**config.mk**
```make
export PLATFORM = sky130hd
export DESIGN_NAME = elite_top_k_selector_core
export DESIGN_NICKNAME = d
export VERILOG_FILES = /design/src/hdl/etks_pkg.sv /design/src/hdl/etks_cell.sv /design/src/hdl/elite_top_k_selector_core.sv
export VERILOG_INCLUDE_DIRS = /design/src /design/src/hdl
export SDC_FILE = /design/constraint.sdc
export NUM_CORES = 2
export LEC_CHECK = 0
export ABC_CLOCK_PERIOD_IN_PS = 4800
export BUFFER_PORTS_ARGS = -buffer_cell sky130_fd_sc_hd__buf_2
export CAP_MARGIN = 20
export CORE_MARGIN = 2
export CORE_UTILIZATION = 40
export CTS_CLUSTER_DIAMETER = 200
export DETAILED_ROUTE_END_ITERATION = 12
export GPL_TIMING_DRIVEN = 0
export PLACE_DENSITY = 0.56
export SYNTH_ARGS = -nofsm -noshare
export SYNTH_HDL_FRONTEND = slang
export SYNTH_HIERARCHICAL = 1
export SYNTH_SLANG_ARGS = --single-unit
```
**constraint.sdc**
```tcl
create_clock -name clk -period 4.8 [get_ports clk]
set_input_delay 0.72 -clock clk [delete_from_list [all_inputs] [get_ports clk]]
set_output_delay 0.72 -clock clk [all_outputs]
set_load 0.005 [all_outputs]
```
**src/hdl/elite_top_k_selector_core_defines.svh**
```systemverilog
// Assertion macros shared by the elite selector RTL.
`ifndef ELITE_TOP_K_SELECTOR_CORE_DEFINES_SVH
`define ELITE_TOP_K_SELECTOR_CORE_DEFINES_SVH
`ifndef NO_ASSERTIONS
// Same-cycle implication, checked out of reset.
`define ETKS_ASSERT_NOW(label, ante, cons) \
	label: assert property (@(posedge clk) disable iff (!arst_n) (ante) |-> (cons)) \
		else $error("etks check failed");
// Next-cycle implication, checked out of reset.
`define ETKS_ASSERT_NEXT(label, ante, cons) \
	label: assert property (@(posedge clk) disable iff (!arst_n) (ante) |=> (cons)) \
		else $error("etks check failed");
`else
`define ETKS_ASSERT_NOW(label, ante, cons)
`define ETKS_ASSERT_NEXT(label, ante, cons)
`endif
`endif

```
**src/hdl/etks_pkg.sv**
```systemverilog
// Shared types for the elite selector: cell control bundle, field widths and register indexes.
`timescale 1ns / 1ps
package etks_pkg;

	localparam int FIT_W   = 32;
	localparam int SEL_W   = 10;
	localparam int RANK_W  = 4;
	localparam int KEEP_W  = 5;
	localparam int POPC_W  = 11;
	localparam int CFG_W   = 11;

	// Register indexes of the configuration port
	localparam logic REG_KEEP_COUNT = 1'b0;
	localparam logic REG_POP_COUNT  = 1'b1;

	// Commands broadcast to every cell of the chain
	typedef struct packed {
		logic insert;
		logic drain;
		logic clear;
	} etks_ctrl_t;

endpackage

```
**src/hdl/etks_cell.sv**
```systemverilog
// One slot of the ranked chain: holds an entry; inserts, shifts or clears on command.
`timescale 1ns / 1ps
module etks_cell import etks_pkg::*; #(
	parameter int IW = 10
) (
	input  logic                    clk,
	input  logic                    arst_n,
	input  etks_ctrl_t              ctrl,
	input  logic signed [FIT_W-1:0] new_fit,
	input  logic [IW-1:0]           new_idx,
	input  logic                    prev_take,
	input  logic                    prev_valid,
	input  logic signed [FIT_W-1:0] prev_fit,
	input  logic [IW-1:0]           prev_idx,
	input  logic                    next_valid,
	input  logic signed [FIT_W-1:0] next_fit,
	input  logic [IW-1:0]           next_idx,
	output logic                    take,
	output logic                    valid,
	output logic signed [FIT_W-1:0] fit,
	output logic [IW-1:0]           idx
);

	logic                    valid_q;
	logic signed [FIT_W-1:0] fit_q;
	logic [IW-1:0]           idx_q;

	// New item belongs here or above unless this entry is strictly better
	assign take  = !(valid_q && (fit_q > new_fit));
	assign valid = valid_q;
	assign fit   = fit_q;
	assign idx   = idx_q;

	// Valid flag: clear, shift toward the head, or insert
	always_ff @(posedge clk or negedge arst_n) begin
		if (!arst_n) begin
			valid_q <= 1'b0;
		end else if (ctrl.clear) begin
			valid_q <= 1'b0;
		end else if (ctrl.drain) begin
			valid_q <= next_valid;
		end else if (ctrl.insert && take) begin
			valid_q <= prev_take ? prev_valid : 1'b1;
		end
	end

	// Entry payload follows the same moves
	always_ff @(posedge clk) begin
		if (ctrl.drain) begin
			fit_q <= next_fit;
			idx_q <= next_idx;
		end else if (ctrl.insert && take) begin
			if (prev_take) begin
				fit_q <= prev_fit;
				idx_q <= prev_idx;
			end else begin
				fit_q <= new_fit;
				idx_q <= new_idx;
			end
		end
	end

endmodule

```
**src/hdl/elite_top_k_selector_core.sv**
```systemverilog
// Elite selector top level: population counter, cell chain and result drain.
// Input: one fitness item per cycle while no population is being reported.
// Output: an item that ends a population starts the drain; the output register
// then loads one result per cycle while out_ready allows; input stalls meanwhile.
// The KEEP_MAX compare/shift cells take 1 item/cycle while not draining.
// Reset (arst_n low, asynchronous) empties the list, keep 10, population 1.
`timescale 1ns / 1ps
`include "elite_top_k_selector_core_defines.svh"
module elite_top_k_selector_core import etks_pkg::*; #(
	parameter int KEEP_MAX = 16,
	parameter int POP_MAX  = 1024
) (
	input  logic                    clk,
	input  logic                    arst_n,
	input  logic                    cfg_wr_en,
	input  logic                    cfg_index,
	input  logic [CFG_W-1:0]        cfg_data,
	input  logic                    in_valid,
	output logic                    in_ready,
	input  logic signed [FIT_W-1:0] fitness,
	output logic                    out_valid,
	input  logic                    out_ready,
	output logic [SEL_W-1:0]        selected_index,
	output logic [RANK_W-1:0]       rank,
	output logic                    last
);

	localparam int IW = $clog2(POP_MAX);
	localparam int CW = $clog2(POP_MAX + 1);
	localparam int KW = $clog2(KEEP_MAX + 1);
	localparam int RW = (KEEP_MAX > 1) ? $clog2(KEEP_MAX) : 1;

	logic [KEEP_W-1:0]       keep_count_q;
	logic [POPC_W-1:0]       population_count_q;
	logic [CW-1:0]           cnt_q;
	logic [CW-1:0]           cnt_inc;
	logic [CW-1:0]           pop_eff;
	logic [31:0]             k_wide;
	logic [KW-1:0]           k_eff;
	logic [KW-1:0]           k_q;
	logic                    drain_q;
	logic [RW-1:0]           drain_rank_q;
	logic                    in_acc;
	logic                    pop_end;
	logic                    load;
	logic                    head_last;
	logic                    out_valid_q;
	logic [SEL_W-1:0]        sel_q;
	logic [RANK_W-1:0]       rank_q;
	logic                    last_q;
	etks_ctrl_t              ctrl;

	logic                    c_take  [KEEP_MAX];
	logic                    c_valid [KEEP_MAX];
	logic signed [FIT_W-1:0] c_fit   [KEEP_MAX];
	logic [IW-1:0]           c_idx   [KEEP_MAX];

	// Configuration registers
	always_ff @(posedge clk or negedge arst_n) begin
		if (!arst_n) begin
			keep_count_q       <= KEEP_W'(10);
			population_count_q <= POPC_W'(1);
		end else if (cfg_wr_en) begin
			case (cfg_index)
				REG_KEEP_COUNT: keep_count_q       <= cfg_data[KEEP_W-1:0];
				REG_POP_COUNT:  population_count_q <= cfg_data[POPC_W-1:0];
				default:        ;
			endcase
		end
	end

	// Effective population and keep counts
	always_comb begin
		if (population_count_q == '0) begin
			pop_eff = CW'(1);
		end else if (32'(population_count_q) > 32'(POP_MAX)) begin
			pop_eff = CW'(POP_MAX);
		end else begin
			pop_eff = CW'(population_count_q);
		end
		k_wide = 32'(keep_count_q);
		if (k_wide > 32'(pop_eff)) begin
			k_wide = 32'(pop_eff);
		end
		if (k_wide > 32'(KEEP_MAX)) begin
			k_wide = 32'(KEEP_MAX);
		end
		k_eff = k_wide[KW-1:0];
	end

	assign in_ready  = !drain_q;
	assign in_acc    = in_valid && in_ready;
	assign cnt_inc   = cnt_q + CW'(1);
	assign pop_end   = (cnt_inc >= pop_eff);
	assign load      = drain_q && (!out_valid_q || out_ready);
	assign head_last = ((KW'(drain_rank_q) + KW'(1)) == k_q);

	assign ctrl.insert = in_acc;
	assign ctrl.drain  = load;
	assign ctrl.clear  = (load && head_last) || (in_acc && pop_end && (k_eff == '0));

	// Population counter and drain sequencer
	always_ff @(posedge clk or negedge arst_n) begin
		if (!arst_n) begin
			cnt_q        <= '0;
			drain_q      <= 1'b0;
			drain_rank_q <= '0;
			k_q          <= '0;
		end else begin
			if (in_acc) begin
				cnt_q <= pop_end ? '0 : cnt_inc;
				if (pop_end && (k_eff != '0)) begin
					drain_q      <= 1'b1;
					drain_rank_q <= '0;
					k_q          <= k_eff;
				end
			end
			if (load) begin
				drain_rank_q <= drain_rank_q + RW'(1);
				if (head_last) begin
					drain_q <= 1'b0;
				end
			end
		end
	end

	// Chain of ranked cells, head at index 0
	for (genvar i = 0; i < KEEP_MAX; i++) begin : g_cell
		logic                    p_take;
		logic                    p_valid;
		logic signed [FIT_W-1:0] p_fit;
		logic [IW-1:0]           p_idx;
		logic                    n_valid;
		logic signed [FIT_W-1:0] n_fit;
		logic [IW-1:0]           n_idx;

		if (i == 0) begin : g_head
			assign p_take  = 1'b0;
			assign p_valid = 1'b1;
			assign p_fit   = fitness;
			assign p_idx   = IW'(cnt_q);
		end else begin : g_body
			assign p_take  = c_take[i-1];
			assign p_valid = c_valid[i-1];
			assign p_fit   = c_fit[i-1];
			assign p_idx   = c_idx[i-1];
		end

		if (i == KEEP_MAX - 1) begin : g_tail
			assign n_valid = 1'b0;
			assign n_fit   = fitness;
			assign n_idx   = IW'(cnt_q);
		end else begin : g_mid
			assign n_valid = c_valid[i+1];
			assign n_fit   = c_fit[i+1];
			assign n_idx   = c_idx[i+1];
		end

		etks_cell #(.IW(IW)) u_cell (
			.clk        (clk),
			.arst_n     (arst_n),
			.ctrl       (ctrl),
			.new_fit    (fitness),
			.new_idx    (IW'(cnt_q)),
			.prev_take  (p_take),
			.prev_valid (p_valid),
			.prev_fit   (p_fit),
			.prev_idx   (p_idx),
			.next_valid (n_valid),
			.next_fit   (n_fit),
			.next_idx   (n_idx),
			.take       (c_take[i]),
			.valid      (c_valid[i]),
			.fit        (c_fit[i]),
			.idx        (c_idx[i])
		);
	end

	// Output register: hold a result until taken
	always_ff @(posedge clk or negedge arst_n) begin
		if (!arst_n) begin
			out_valid_q <= 1'b0;
		end else if (load) begin
			out_valid_q <= 1'b1;
		end else if (out_ready) begin
			out_valid_q <= 1'b0;
		end
	end

	always_ff @(posedge clk) begin
		if (load) begin
			sel_q  <= SEL_W'(c_idx[0]);
			rank_q <= RANK_W'(drain_rank_q);
			last_q <= head_last;
		end
	end

	assign out_valid      = out_valid_q;
	assign selected_index = sel_q;
	assign rank           = rank_q;
	assign last           = last_q;

	// Checks on the drain and the counter
	`ETKS_ASSERT_NOW(a_head_valid, drain_q, c_valid[0])
	`ETKS_ASSERT_NOW(a_drain_k, drain_q, k_q != '0)
	`ETKS_ASSERT_NEXT(a_last_ends, load && head_last, !drain_q && !c_valid[0])
	`ETKS_ASSERT_NEXT(a_cnt_step, in_acc && !pop_end, cnt_q == $past(cnt_inc))

endmodule

```
==> impl_metrics.csv <==
group,metric,value,unit
floorplan,initial_core_util,40.3,%
synth,netlist_instances,5241,
cts,path_clk_slew,60,ps
power_and_ir_drop,p_leak,26.0,nW
setup_path,startpoint_type,"input port",
synth,synth_warnings,6,
cts,cts_setup_buffers,0,
timing,fin_crit_sh,97.9,%
grt,first_global_vias,40300,
timing,whs,48.5,ps
timing,finalHoldViolations,0,
grt,grt-busiest-layer,"met2",
setup_path,critical_path_class,"in -> reg",
power_and_ir_drop,pwr-share-clk,15.9,%
floorplan,rows,131,
detailed_routing,drt_wl_total,145000,um
grt,antenna_found_initial,3,
cts,root_buffer,"clkbuf_16",
cts,h-tree-depth,3,
placed_design,gp_congestion,0.831,
detailed_routing,route.detailed.drc,0,
placed_design,hpwl,112000,um
placed_design,io_buffers,65,
power_and_ir_drop,vdd.ir_drop.worst,0.407,mV
timing,finalSetupViolCount,0,
setup_path,reg2reg_depth,10,
synth,syn_area,51500,um^2
power_and_ir_drop,power_density,740,nW/um^2
finish,utilization,44.5,%
detailed_routing,wire_per_inst,20.2,um
setup_path,worst-path-max-fanout,34,
min_path,min_path_type,"in -> async",
grt,use_met3,1.94,%
power_and_ir_drop,power.switching,18.1,mW
finish,final_layout_size_suffix_gt1_share,5.75,%
timing,finalCriticalPeriod,4700,ps
grt,grt_usage,21.8,%
detailed_routing,drtAntennaViolNets,0,
finish,area_growth_syn_to_layout,10.5,%
detailed_routing,vias,39800,
cts,cts_tree,"built",
grt,grt_pass1_wl,228000,um
grt,grt_max_degree,55,
grt,use_met1,31.6,%
job,drv_cap,0,
power_and_ir_drop,pwr-share-seq,38.4,%
floorplan,die_y,363,um
power_and_ir_drop,power_frac_comb,45.7,%
status,status,"finished, final reports clean",
finish,final_area,56900,um^2
timing,timing.final.max_slew_violations,0,
timing,slew_headroom,29.1,%
power_and_ir_drop,swShare,42.9,%
timing,max_freq,213,MHz
floorplan,io_pins,66,
floorplan,die_width,363,um
placed_design,placed_area,54000,um^2
finish,diodes,0,
cts,cts.sinks,741,
cts,cts_max_path_buffers,3,
finish,final_nets,5984,
finish,fin_cells,7144,
timing,tightest_slew,1060,ps
setup_path,crit_arrival,5090,ps
cts,clk_latency,680,ps
floorplan,core-area,128000,um^2
placed_design,dp_cells,6975,
timing,final.setup.tns,0,ps
grt,use_met2,35.3,%
grt,grt_overflow,0,
detailed_routing,drtIter0Drc,3031,
detailed_routing,drtPass1Iterations,5,
setup_path,timing.reg2reg.setup_slack,210,ps
setup_path,worstPathRequired,5190,ps
floorplan,die-area,132000,um^2
setup_path,worstReg2RegStart,"g_cell[1].u_cell/fit[31]",
synth,avgSynthCellArea,9.82,um^2
setup_path,end_kind,"flip-flop",
cts,cts_buffers,90,
detailed_routing,vias_per_cell,5.56,
timing,rsz0062_at_grt,"no",
timing,finClkSkew,23.4,ps
power_and_ir_drop,internal_power,24.0,mW
setup_path,reg2reg_to,"g_cell[2].u_cell/idx[5]",
[worst max-delay path, cell delays in order]
cell and delay, ps:
clkbuf_4 540, inv_1 100, ha_1 410, nand4_1 230, nor4_1 830, o41ai_1 340
a21oi_1 210, or3_1 120, clkbuf_1 550, clkbuf_1 620, mux2i_1 250, o21ai_0 120
[per-layer routing]
metal,vias to the layer above,part of all wire (%)
met1,19500,49
met3,157,3.9
met4,0,1.5
met2,739,45
li1,19300,-
met5,-,0
[how the worst max path moves through the flow]
stage                     start                       end  slack, ps  cells after the start
finish              fitness[31]   g_cell[4].u_cell/fit[3]        100                     12
CTS                 fitness[31]  g_cell[1].u_cell/fit[11]          6                     12
floorplan              cnt_q[0]    g_cell[0].u_cell/valid        360                     15
detailed placement  fitness[31]  g_cell[1].u_cell/fit[11]       -690                     12
global placement       cnt_q[0]   g_cell[14].u_cell/valid      -1890                     16
global route        fitness[27]  g_cell[15].u_cell/fit[8]          6                     12
[power groups by stage]
stage | clock (mW) | combinational (mW) | sequential (mW)
after global routing | 7.09 | 21.7 | 16.6
after detailed placement | 0 | 19.0 | 16.3
after global placement | 0 | 18.2 | 16.4
after floorplan | 0 | 14.1 | 14.6
after CTS | 6.87 | 19.1 | 16.2
final | 6.71 | 19.2 | 16.1
[repair_timing]
action,CTS,global route
hold buffers,0,0
resized for setup,1,7
endpoints found under the hold margin,0,0
setup endpoints to repair,16,569
[sequential cells by signal, indices dropped and copies added (netlist names)]
signal	cells
g_cell.u_cell/fit	512
g_cell.u_cell/idx	160
g_cell.u_cell/valid	16
cnt_q	11
population_count_q	11
selected_index	10
k_q	5
keep_count_q	5
drain_rank_q	4
rank	4
drain_q	1
last	1
out_valid	1
[final cells by class]
cell class	count	area [um^2]
fillers	12300	70800
multi-input cells	3685	26400
flip-flops and latches	741	22000
clock buffers	115	2380
inverters	567	2130
well taps	1662	2080
plain buffers	249	952
repair buffers	71	458
clock inverters	54	440
[stage by stage]
step                      setup slack [ps]  power [mW]
final                                 98.9        42.1
after detailed placement              -694        35.3
after floorplan                        360        28.8
after global routing                  5.62        45.4
after CTS                             5.58        42.2
after global placement               -1890        34.7
[placed cells by master (no fill, tap or decap), drive strengths merged, types with 35 or more instances in the layout]
master  count
edfxtp    687
nand3      56
mux2i     673
clkinv     44
a21oi     275
nor2b      35
buf        89
nor2       48
o21ai     718
nand2     802
clkbuf    346
inv       572
ha        530
nand4     130
dfrtp      51
No activity file was read; power rests on OpenSTA's default activity.
